$ cat src/rtl/rvdec_pkg.sv
`timescale 1ns / 1ps

package rvdec_pkg;

    localparam int unsigned OP_W   = 6;
    localparam int unsigned REG_W  = 5;
    localparam int unsigned IMM_W  = 32;
    localparam int unsigned WORD_W = 32;
    localparam int unsigned KIND_W = 4;

    // output tdata: operation, dest_reg, src_reg_a, src_reg_b, immediate, zero pad
    localparam int unsigned RES_W      = OP_W + 3 * REG_W + IMM_W;
    localparam int unsigned RES_BYTE_W = ((RES_W + 7) / 8) * 8;

    typedef logic [OP_W-1:0]   t_op;
    typedef logic [REG_W-1:0]  t_reg;
    typedef logic [KIND_W-1:0] t_kind;
    typedef logic [2:0]        t_funct3;

    localparam t_op OP_ADD    = 6'd0;
    localparam t_op OP_SUB    = 6'd1;
    localparam t_op OP_XOR    = 6'd2;
    localparam t_op OP_OR     = 6'd3;
    localparam t_op OP_AND    = 6'd4;
    localparam t_op OP_SLL    = 6'd5;
    localparam t_op OP_SRL    = 6'd6;
    localparam t_op OP_SRA    = 6'd7;
    localparam t_op OP_SLT    = 6'd8;
    localparam t_op OP_SLTU   = 6'd9;
    localparam t_op OP_ADDI   = 6'd10;
    localparam t_op OP_XORI   = 6'd11;
    localparam t_op OP_ORI    = 6'd12;
    localparam t_op OP_ANDI   = 6'd13;
    localparam t_op OP_SLLI   = 6'd14;
    localparam t_op OP_SRLI   = 6'd15;
    localparam t_op OP_SRAI   = 6'd16;
    localparam t_op OP_SLTI   = 6'd17;
    localparam t_op OP_SLTIU  = 6'd18;
    localparam t_op OP_LB     = 6'd19;
    localparam t_op OP_LH     = 6'd20;
    localparam t_op OP_LW     = 6'd21;
    localparam t_op OP_LBU    = 6'd22;
    localparam t_op OP_LHU    = 6'd23;
    localparam t_op OP_JALR   = 6'd24;
    localparam t_op OP_ECALL  = 6'd25;
    localparam t_op OP_EBREAK = 6'd26;
    localparam t_op OP_SB     = 6'd27;
    localparam t_op OP_SH     = 6'd28;
    localparam t_op OP_SW     = 6'd29;
    localparam t_op OP_BEQ    = 6'd30;
    localparam t_op OP_BNE    = 6'd31;
    localparam t_op OP_BLT    = 6'd32;
    localparam t_op OP_BGE    = 6'd33;
    localparam t_op OP_BLTU   = 6'd34;
    localparam t_op OP_BGEU   = 6'd35;
    localparam t_op OP_JAL    = 6'd36;
    localparam t_op OP_LUI    = 6'd37;
    localparam t_op OP_AUIPC  = 6'd38;
    localparam t_op OP_NOP    = 6'd39;

    localparam t_kind KIND_R      = 4'd0;
    localparam t_kind KIND_I_ALU  = 4'd1;
    localparam t_kind KIND_I_LOAD = 4'd2;
    localparam t_kind KIND_JALR   = 4'd3;
    localparam t_kind KIND_SYSTEM = 4'd4;
    localparam t_kind KIND_S      = 4'd5;
    localparam t_kind KIND_B      = 4'd6;
    localparam t_kind KIND_LUI    = 4'd7;
    localparam t_kind KIND_AUIPC  = 4'd8;
    localparam t_kind KIND_J      = 4'd9;

    localparam t_funct3 F3_0 = 3'd0;
    localparam t_funct3 F3_1 = 3'd1;
    localparam t_funct3 F3_2 = 3'd2;
    localparam t_funct3 F3_3 = 3'd3;
    localparam t_funct3 F3_4 = 3'd4;
    localparam t_funct3 F3_5 = 3'd5;
    localparam t_funct3 F3_6 = 3'd6;
    localparam t_funct3 F3_7 = 3'd7;

    typedef struct packed {
        logic [IMM_W-1:0] immediate;
        t_reg             src_reg_b;
        t_reg             src_reg_a;
        t_reg             dest_reg;
        t_op              operation;
    } t_dec_result;

endpackage

$ cat src/rtl/rvdec_decode.sv
`timescale 1ns / 1ps

module rvdec_decode (
    input  logic [rvdec_pkg::WORD_W-1:0] i_instr_word,
    input  rvdec_pkg::t_kind             i_kind,
    output rvdec_pkg::t_dec_result       o_result
);

    logic [4:0]  w_rd;
    logic [4:0]  w_rs1;
    logic [4:0]  w_rs2;
    logic [2:0]  w_f3;
    logic        w_f7_zero;
    logic [31:0] w_imm_i;
    logic [31:0] w_imm_s;
    logic [31:0] w_imm_b;
    logic [31:0] w_imm_u;
    logic [31:0] w_imm_j;

    assign w_rd      = i_instr_word[11:7];
    assign w_f3      = i_instr_word[14:12];
    assign w_rs1     = i_instr_word[19:15];
    assign w_rs2     = i_instr_word[24:20];
    assign w_f7_zero = (i_instr_word[31:25] == 7'd0);

    assign w_imm_i = {{20{i_instr_word[31]}}, i_instr_word[31:20]};
    assign w_imm_s = {{20{i_instr_word[31]}}, i_instr_word[31:25], i_instr_word[11:7]};
    assign w_imm_b = {{20{i_instr_word[31]}}, i_instr_word[7], i_instr_word[30:25],
                      i_instr_word[11:8], 1'b0};
    // upper immediate is kept unshifted
    assign w_imm_u = {12'd0, i_instr_word[31:12]};
    assign w_imm_j = {{12{i_instr_word[31]}}, i_instr_word[19:12], i_instr_word[20],
                      i_instr_word[30:21], 1'b0};

    always_comb begin
        o_result = '0;
        o_result.operation = rvdec_pkg::OP_NOP;
        unique case (i_kind)
            rvdec_pkg::KIND_R: begin
                if (w_f7_zero) begin
                    unique case (w_f3)
                        rvdec_pkg::F3_0: o_result.operation = rvdec_pkg::OP_ADD;
                        rvdec_pkg::F3_1: o_result.operation = rvdec_pkg::OP_SLL;
                        rvdec_pkg::F3_2: o_result.operation = rvdec_pkg::OP_SLT;
                        rvdec_pkg::F3_3: o_result.operation = rvdec_pkg::OP_SLTU;
                        rvdec_pkg::F3_4: o_result.operation = rvdec_pkg::OP_XOR;
                        rvdec_pkg::F3_5: o_result.operation = rvdec_pkg::OP_SRL;
                        rvdec_pkg::F3_6: o_result.operation = rvdec_pkg::OP_OR;
                        default:         o_result.operation = rvdec_pkg::OP_AND;
                    endcase
                end else begin
                    unique case (w_f3)
                        rvdec_pkg::F3_0: o_result.operation = rvdec_pkg::OP_SUB;
                        rvdec_pkg::F3_5: o_result.operation = rvdec_pkg::OP_SRA;
                        default:         o_result.operation = rvdec_pkg::OP_NOP;
                    endcase
                end
                o_result.dest_reg  = w_rd;
                o_result.src_reg_a = w_rs1;
                o_result.src_reg_b = w_rs2;
            end
            rvdec_pkg::KIND_I_ALU: begin
                unique case (w_f3)
                    rvdec_pkg::F3_0: o_result.operation = rvdec_pkg::OP_ADDI;
                    rvdec_pkg::F3_1: o_result.operation = rvdec_pkg::OP_SLLI;
                    rvdec_pkg::F3_2: o_result.operation = rvdec_pkg::OP_SLTI;
                    rvdec_pkg::F3_3: o_result.operation = rvdec_pkg::OP_SLTIU;
                    rvdec_pkg::F3_4: o_result.operation = rvdec_pkg::OP_XORI;
                    rvdec_pkg::F3_5: o_result.operation = w_f7_zero ? rvdec_pkg::OP_SRLI
                                                                    : rvdec_pkg::OP_SRAI;
                    rvdec_pkg::F3_6: o_result.operation = rvdec_pkg::OP_ORI;
                    default:         o_result.operation = rvdec_pkg::OP_ANDI;
                endcase
                o_result.dest_reg  = w_rd;
                o_result.src_reg_a = w_rs1;
                o_result.immediate = w_imm_i;
            end
            rvdec_pkg::KIND_I_LOAD: begin
                unique case (w_f3)
                    rvdec_pkg::F3_0: o_result.operation = rvdec_pkg::OP_LB;
                    rvdec_pkg::F3_1: o_result.operation = rvdec_pkg::OP_LH;
                    rvdec_pkg::F3_2: o_result.operation = rvdec_pkg::OP_LW;
                    rvdec_pkg::F3_4: o_result.operation = rvdec_pkg::OP_LBU;
                    rvdec_pkg::F3_5: o_result.operation = rvdec_pkg::OP_LHU;
                    default:         o_result.operation = rvdec_pkg::OP_NOP;
                endcase
                o_result.dest_reg  = w_rd;
                o_result.src_reg_a = w_rs1;
                o_result.immediate = w_imm_i;
            end
            rvdec_pkg::KIND_JALR: begin
                o_result.operation = rvdec_pkg::OP_JALR;
                o_result.dest_reg  = w_rd;
                o_result.src_reg_a = w_rs1;
                o_result.immediate = w_imm_i;
            end
            rvdec_pkg::KIND_SYSTEM: begin
                o_result.operation = (i_instr_word[31:20] == 12'd0) ? rvdec_pkg::OP_ECALL
                                                                    : rvdec_pkg::OP_EBREAK;
                o_result.dest_reg  = w_rd;
                o_result.src_reg_a = w_rs1;
                o_result.immediate = w_imm_i;
            end
            rvdec_pkg::KIND_S: begin
                unique case (w_f3)
                    rvdec_pkg::F3_0: o_result.operation = rvdec_pkg::OP_SB;
                    rvdec_pkg::F3_1: o_result.operation = rvdec_pkg::OP_SH;
                    default:         o_result.operation = rvdec_pkg::OP_SW;
                endcase
                o_result.src_reg_a = w_rs1;
                o_result.src_reg_b = w_rs2;
                o_result.immediate = w_imm_s;
            end
            rvdec_pkg::KIND_B: begin
                unique case (w_f3)
                    rvdec_pkg::F3_0: o_result.operation = rvdec_pkg::OP_BEQ;
                    rvdec_pkg::F3_1: o_result.operation = rvdec_pkg::OP_BNE;
                    rvdec_pkg::F3_4: o_result.operation = rvdec_pkg::OP_BLT;
                    rvdec_pkg::F3_5: o_result.operation = rvdec_pkg::OP_BGE;
                    rvdec_pkg::F3_6: o_result.operation = rvdec_pkg::OP_BLTU;
                    rvdec_pkg::F3_7: o_result.operation = rvdec_pkg::OP_BGEU;
                    default:         o_result.operation = rvdec_pkg::OP_NOP;
                endcase
                o_result.src_reg_a = w_rs1;
                o_result.src_reg_b = w_rs2;
                o_result.immediate = w_imm_b;
            end
            rvdec_pkg::KIND_LUI: begin
                o_result.operation = rvdec_pkg::OP_LUI;
                o_result.dest_reg  = w_rd;
                o_result.immediate = w_imm_u;
            end
            rvdec_pkg::KIND_AUIPC: begin
                o_result.operation = rvdec_pkg::OP_AUIPC;
                o_result.dest_reg  = w_rd;
                o_result.immediate = w_imm_u;
            end
            rvdec_pkg::KIND_J: begin
                o_result.operation = rvdec_pkg::OP_JAL;
                o_result.dest_reg  = w_rd;
                o_result.immediate = w_imm_j;
            end
            default: begin
                o_result = '0;
                o_result.operation = rvdec_pkg::OP_NOP;
            end
        endcase
    end

endmodule

$ cat src/rtl/rv32i_instruction_decoder_unit.sv
`timescale 1ns / 1ps
// an accepted input word passes the input register, then the result register, to its result word on the master side
// throughput: one word per cycle while the master side accepts; input register, decode logic, result register
// backpressure on the master side stalls both stages; each stage refills as soon as it drains
// reset: synchronous, active low, clears both stage valid flags; payload is not reset

module rv32i_instruction_decoder_unit (
    input  logic                                i_clk,
    input  logic                                i_rst_n,
    input  logic                                s_axis_tvalid,
    output logic                                s_axis_tready,
    input  logic [rvdec_pkg::WORD_W-1:0]        s_axis_tdata,  // instr_word
    input  logic [rvdec_pkg::KIND_W-1:0]        s_axis_tuser,  // kind
    output logic                                m_axis_tvalid,
    input  logic                                m_axis_tready,
    // operation, dest_reg, src_reg_a, src_reg_b, immediate, zero pad
    output logic [rvdec_pkg::RES_BYTE_W-1:0]    m_axis_tdata
);

    logic                         r_in_valid;
    logic [rvdec_pkg::WORD_W-1:0] r_instr_word;
    rvdec_pkg::t_kind             r_kind;
    logic                         r_out_valid;
    rvdec_pkg::t_dec_result       r_result;
    rvdec_pkg::t_dec_result       w_result;
    logic                         w_out_ready;
    logic                         w_in_ready;
    logic                         n_in_valid;
    logic                         n_out_valid;

    assign w_out_ready = !r_out_valid || m_axis_tready;
    assign w_in_ready  = !r_in_valid || w_out_ready;
    assign n_in_valid  = s_axis_tvalid || (r_in_valid && !w_out_ready);
    assign n_out_valid = r_in_valid || (r_out_valid && !m_axis_tready);

    rvdec_decode u_decode (
        .i_instr_word (r_instr_word),
        .i_kind       (r_kind),
        .o_result     (w_result)
    );

    always_ff @(posedge i_clk) begin
        if (!i_rst_n) begin
            r_in_valid <= 1'b0;
        end else if (w_in_ready) begin
            r_in_valid <= n_in_valid;
        end
    end

    always_ff @(posedge i_clk) begin
        if (w_in_ready && s_axis_tvalid) begin
            r_instr_word <= s_axis_tdata;
            r_kind       <= s_axis_tuser;
        end
    end

    always_ff @(posedge i_clk) begin
        if (!i_rst_n) begin
            r_out_valid <= 1'b0;
        end else if (w_out_ready) begin
            r_out_valid <= n_out_valid;
        end
    end

    always_ff @(posedge i_clk) begin
        if (w_out_ready && r_in_valid) begin
            r_result <= w_result;
        end
    end

    assign s_axis_tready = w_in_ready;
    assign m_axis_tvalid = r_out_valid;
    assign m_axis_tdata  = {{(rvdec_pkg::RES_BYTE_W - rvdec_pkg::RES_W){1'b0}}, r_result};

endmodule

$ cat config.mk
export PLATFORM = sky130hd
export DESIGN_NAME = rv32i_instruction_decoder_unit
export DESIGN_NICKNAME = d
export VERILOG_FILES = /design/src/rtl/rvdec_pkg.sv /design/src/rtl/rvdec_decode.sv /design/src/rtl/rv32i_instruction_decoder_unit.sv
export SDC_FILE = /design/constraint.sdc
export NUM_CORES = 1
export LEC_CHECK = 0
export BUFFER_PORTS_ARGS = -buffer_cell sky130_fd_sc_hd__buf_2
export CAP_MARGIN = 25
export CORE_ASPECT_RATIO = 0.6
export CORE_MARGIN = 2
export CORE_UTILIZATION = 56
export CTS_CLUSTER_SIZE = 12
export DETAILED_ROUTE_END_ITERATION = 10
export PLACE_DENSITY = 0.85
export SETUP_SLACK_MARGIN = 0.2
export SLEW_MARGIN = 20
export SYNTH_ARGS = -nofsm -noshare
export SYNTH_HDL_FRONTEND = slang
export SYNTH_SLANG_ARGS = --single-unit
$ cat constraint.sdc
create_clock -name i_clk -period 4.8 [get_ports i_clk]
set_input_delay 0.96 -clock i_clk [delete_from_list [all_inputs] [get_ports i_clk]]
set_output_delay 0.96 -clock i_clk [all_outputs]
set_load 0.01 [all_outputs]
Word-level counts from Yosys, hierarchy flattened
Index checks and enable logic that the tools add are counted.
{ "word_totals": {"regBits": 91, "input_bits": 40, "output_inout_bits": 58, "word_cells": 57} }
{ "classes": {"eq_ne": 16, "n_mux": 11, "reduce_logical": 21} }
{ "op_table": {"columns": ["cell", "n"], "rows": [
  ["$pmux 32 s5", 1],
  ["$pmux 6 s10", 1],
  ["$pmux 6 s7", 1],
  ["$pmux 6 s6", 1],
  ["$pmux 6 s5", 1],
  ["$pmux 4 s7", 1],
  ["$eq 4x3->1 const B", 4],
  ["$eq 3x3->1 const B", 4],
  ["$logic_not 12->1", 1],
  ["$pmux 6 s2", 1],
  ["$eq 4x2->1 const B", 2],
  ["$eq 4x4->1 const B", 2],
  ["$reduce_or 8->1", 1],
  ["$logic_not 7->1", 1],
  ["$reduce_or 7->1", 1],
  ["$eq 3x2->1 const B", 2],
  ["$mux 6", 1],
  ["$pmux 3 s2", 1],
  ["$mux 5", 1],
  ["$eq 4x1->1 const B", 1],
  ["$logic_and 1x1->1", 4],
  ["$logic_not 1->1", 4],
  ["$logic_not 4->1", 1],
  ["$logic_or 1x1->1", 4],
  ["6 further kinds", 6]
]} }

Logic depth before layout (Yosys ltp)
{ "logic_depth": {"depth_word": 5, "mapped_depth": 6, "depth_no_buf": 5} }

Cells and area by module
A second synthesis with hierarchy kept.
{ "hier_totals": {"cells_unflattened": 285, "area_unflattened_um2": 3990.1} }
{ "modules_own_cells": {"columns": ["mod", "n_inst", "cells_per_inst", "area_per_inst_um2", "seq_area_each_um2"], "rows": [
  ["rv32i_instruction_decoder_unit", 1, 102, 2802.7, 2712.6],
  ["rvdec_decode", 1, 183, 1187.4, 0.0]
]} }

Worst setup path before layout
Ideal clock, no wire load.
{ "synth_timing": {"path_type": "in2reg", "startpoint": "input m_axis_tready", "endpoint": "register r_result (netlist bit m_axis_tdata[0]) (enable)", "arrival_time_ns": 2.918, "path_slack_ns": 1.435, "path_stages": 2, "n_path_buf": 0, "cell_sequence": "nor2b_1 > nor2b_1"} }
{ "synth_between": {"elab_chain_len": 2} }
{ "synth_lines": {"columns": ["item", "line", "text"], "rows": [
  ["start: declaration", "rv32i_instruction_decoder_unit.sv:15", "input logic m_axis_tready,"],
  ["$logic_or 1x1->1", "rv32i_instruction_decoder_unit.sv:31", "assign w_out_ready = !r_out_valid || m_axis_tready;"],
  ["$logic_and 1x1->1", "rv32i_instruction_decoder_unit.sv:66", "if (w_out_ready && r_in_valid) begin"],
  ["end signal: assignment", "rv32i_instruction_decoder_unit.sv:67", "r_result <= w_result;"],
  ["end: declaration", "rv32i_instruction_decoder_unit.sv:24", "rvdec_pkg::t_dec_result r_result;"]
]} }
No other way between the ends.
A chain may end at the register's enable or synchronous reset.

Worst setup path in the final report
{ "layout_timing": {"startpoint": "input m_axis_tready", "endpoint": "output s_axis_tready"} }
{ "layout_between": {"elab_chain_len": 2} }
{ "layout_lines": {"columns": ["item", "line", "text"], "rows": [
  ["$logic_or 1x1->1", "rv32i_instruction_decoder_unit.sv:31", null],
  ["$logic_or 1x1->1", "rv32i_instruction_decoder_unit.sv:32", "assign w_in_ready = !r_in_valid || w_out_ready;"],
  ["end: declaration", "rv32i_instruction_decoder_unit.sv:11", "output logic s_axis_tready,"]
]} }
No other way between the ends.

==> impl_metrics.tcl <==
set metrics [dict create \
    status "completed" \
    syn_area_um2 3450 \
    crit_required_ns 3.84 \
    fin_crit_sh_pct 53.6 \
    nets 379 \
    setup_tns_ns 0 \
    slew_headroom_pct 32.0 \
    syn_area_per_cell_um2 13.0 \
    r2r_cells 4 \
    hold_ws_ns 0.530 \
    ys_warn_count 0 \
    fin_area_um2 4070 \
    cts_hold_repair.buffers 0 \
    dr.pass1.iters 6 \
    tightest_slew_ns 1.02 \
    n_antenna_cell 0 \
    power_density_nw_per_um2 360 \
    core_um2 6030 \
    path_clk_slew_ns 0.08 \
    ys_seq_area_share_pct 63.0 \
    slew_viol_final 0 \
    syn2layout_area_growth_pct 18.0 \
    min_from "r_in_valid" \
    peakVddDrop_uv 295 \
    rr_startpoint "r_kind[2]" \
    grt_setup_unrepaired "false" \
    clockBufferDepth 2 \
    h-tree-depth 3 \
    ctsResizeCount 0 \
    dpl-instance-area_um2 3840 \
    ant_nets 0 \
    dieArea_um2 6820 \
    finalSetupViolations 0 \
    clk_latency_ns 0.35 \
    cts_root_buf "clkbuf_8" \
    crit_path_end_kind "output pin" \
    crit_arrival_ns 1.61 \
    reg2reg_to "m_axis_tdata[24]" \
    die_y_um 64.8 \
    grt_max_degree 30 \
    drv_cap 0 \
    setup.worst_path.start_class "primary input" \
    layout_min_cycle_time_ns 2.57 \
    synth-edff-count 71 \
    crit_fanout 4 \
    cts_made_buffers 9 \
    synth_top_flop_cell "edfxtp_1" \
    holdCritPathClass "reg -> reg" \
    grt_pass1_vias 2076 \
    hold_end "m_axis_tvalid" \
    wire_per_inst_um 17.5 \
    rrSetupSlack_ns 2.50 \
    cts_tree "built" \
    fin_skew_ns 0.00931 \
    pin_count 98 \
    dpl.hpwl_um 5130 \
    rows 22 \
    via_count 2449 \
    die_w_um 105 \
    initialDrtViolationCount 396 \
    hold_viol 0 \
    grt_util_all_layers_pct 22.8 \
    p_leak_nw 1.59 \
    syn_inst 266 \
    start_util_pct 57.2 \
    nFillCells 457 \
    grt-ovfl-total 0 \
    post_cts_buffers 0 \
    postRouteWirelength_um 7500 \
    drc 0 \
    worst-setup-path-type "in -> out" \
    gp_congestion 0.889 \
    drt-vias-per-instance 5.72 \
    cts_sinks 73 \
    whs_path_depth 1 \
    layout-drive-gt1-share_pct 34.0 \
    antenna_found_initial 0 \
    ys_types 55 \
    grt_pass1_wl_um 11300 \
    fmax_mhz 388 \
    port_buffers 87 \
    synthArstFlopShare_pct 0 \
    synth-seq-cells 73 \
]
-- state kept, by name, summed over array words and instances, names as in the netlist --
register,cells
m_axis_tvalid,1
m_axis_tdata,42
r_kind,4
r_in_valid,1
r_instr_word,25
-- worst max-delay path, stage by stage --
cell	delay, ns
buf_2	0.10
nor2b_1	0.29
nand2_1	0.12
buf_2	0.15
-- area by class of cell --
type                    instances  area, µm²  share of cell area [%]
flip-flops and latches         73       2170                    53.4
multi-input cells             160       1070                    26.3
repair buffers                 89        470                    11.6
clock buffers                   9        124                    3.05
well taps                      84        105                    2.58
clock inverters                 7        101                    2.49
inverters                       6       22.5                   0.554
-- logic make-up (layout without fill, tap and decap cells) --
logic type / count (synthesis) / count (layout) / synth area share [%]
other: 1 / 3 / 0.109
xor gates and xnor gates: 1 / 1 / 0.254
DFF: 73 / 73 / 63.0
buffers and inverters: 35 / 111 / 6.32
muxes: 2 / 2 / 0.581
AOI/OAI and AO/OA: 65 / 65 / 15.5
and+or+nand+nor: 89 / 89 / 14.2
-- per-stage QoR --
stage	power, W	instances	setup WS, ns	utilization [%]
after floorplan	0.000888	268	1.44	-
after global placement	0.000934	411	2.24	63.3
after detailed placement	0.000942	412	2.23	63.7
after CTS	0.00147	428	2.23	67.5
after global routing	0.00152	428	2.15	67.5
final	0.00146	428	2.23	67.5
-- cells in the mapped netlist (3+ instances only) --
cell,n,area share (%)
a21oi_1,10,1.5
a221o_1,7,2.0
a222oi_1,4,1.2
a22o_1,6,1.5
and2_1,13,2.4
and3_1,6,1.1
buf_2,6,0.87
buf_4,17,3.7
clkbuf_1,4,0.44
edfxtp_1,71,62
inv_1,5,0.54
nand2_1,16,1.7
nand2b_1,4,0.73
nand3_1,6,0.87
nor2_1,17,1.9
nor2b_1,9,1.6
nor3_1,5,0.73
o21ai_0,5,0.73
o21ai_1,4,0.58
o221ai_1,5,1.3
o31ai_1,3,0.65
-- placed cells by master, fill, tap and decap left out, types with 2 or more instances in the layout --
cell        count
nand3b_1        2
edfxtp_1       71
mux2i_1         2
clkinvlp_4      2
nor2b_1         8
o21ai_0         5
inv_6           2
a222oi_1        4
and3_1          6
a31oi_1         2
nor2_1         17
bufinv_16       2
nand2b_1        4
clkbuf_8        9
and2_1         13
a22o_1          6
a221o_1         7
o221ai_1        5
o22ai_1         2
o21ai_1         4
o21a_1          2
inv_1           5
conb_1          3
a21oi_1        10
o31ai_1         3
o311ai_1        2
buf_2          87
nand3_1         6
dfxtp_1         2
nor3_2          2
nand2_1        16
nor3_1          5
-- power by group --
part / switching, W / internal [W]
clock: 0.000236 / 0.000297
combinational: 0.0000815 / 0.0000663
sequential: 0.0000392 / 0.000744
total: 0.000356 / 0.00111
-- metal layers --
| layer | global-route usage [%] | wire length [µm] | up-vias |
|---|---|---|---|
| li1 | - | - | 1154 |
| met1 | 34.7 | 3340 | 1134 |
| met2 | 31.6 | 3220 | 157 |
| met3 | 6.64 | 881 | 4 |
| met4 | 7.00 | 54 | 0 |
| met5 | 0 | 0 | - |
-- worst max path at each step --
stage,slack [ns],to,from,cells past startpoint
floorplan,1.44,m_axis_tdata[0],m_axis_tready,2
global placement,2.24,s_axis_tready,m_axis_tready,4
detailed placement,2.23,s_axis_tready,m_axis_tready,4
CTS,2.23,s_axis_tready,m_axis_tready,4
global route,2.15,s_axis_tready,m_axis_tready,4
finish,2.23,s_axis_tready,m_axis_tready,4
Note: power is estimated with default switching activity, not from simulation.
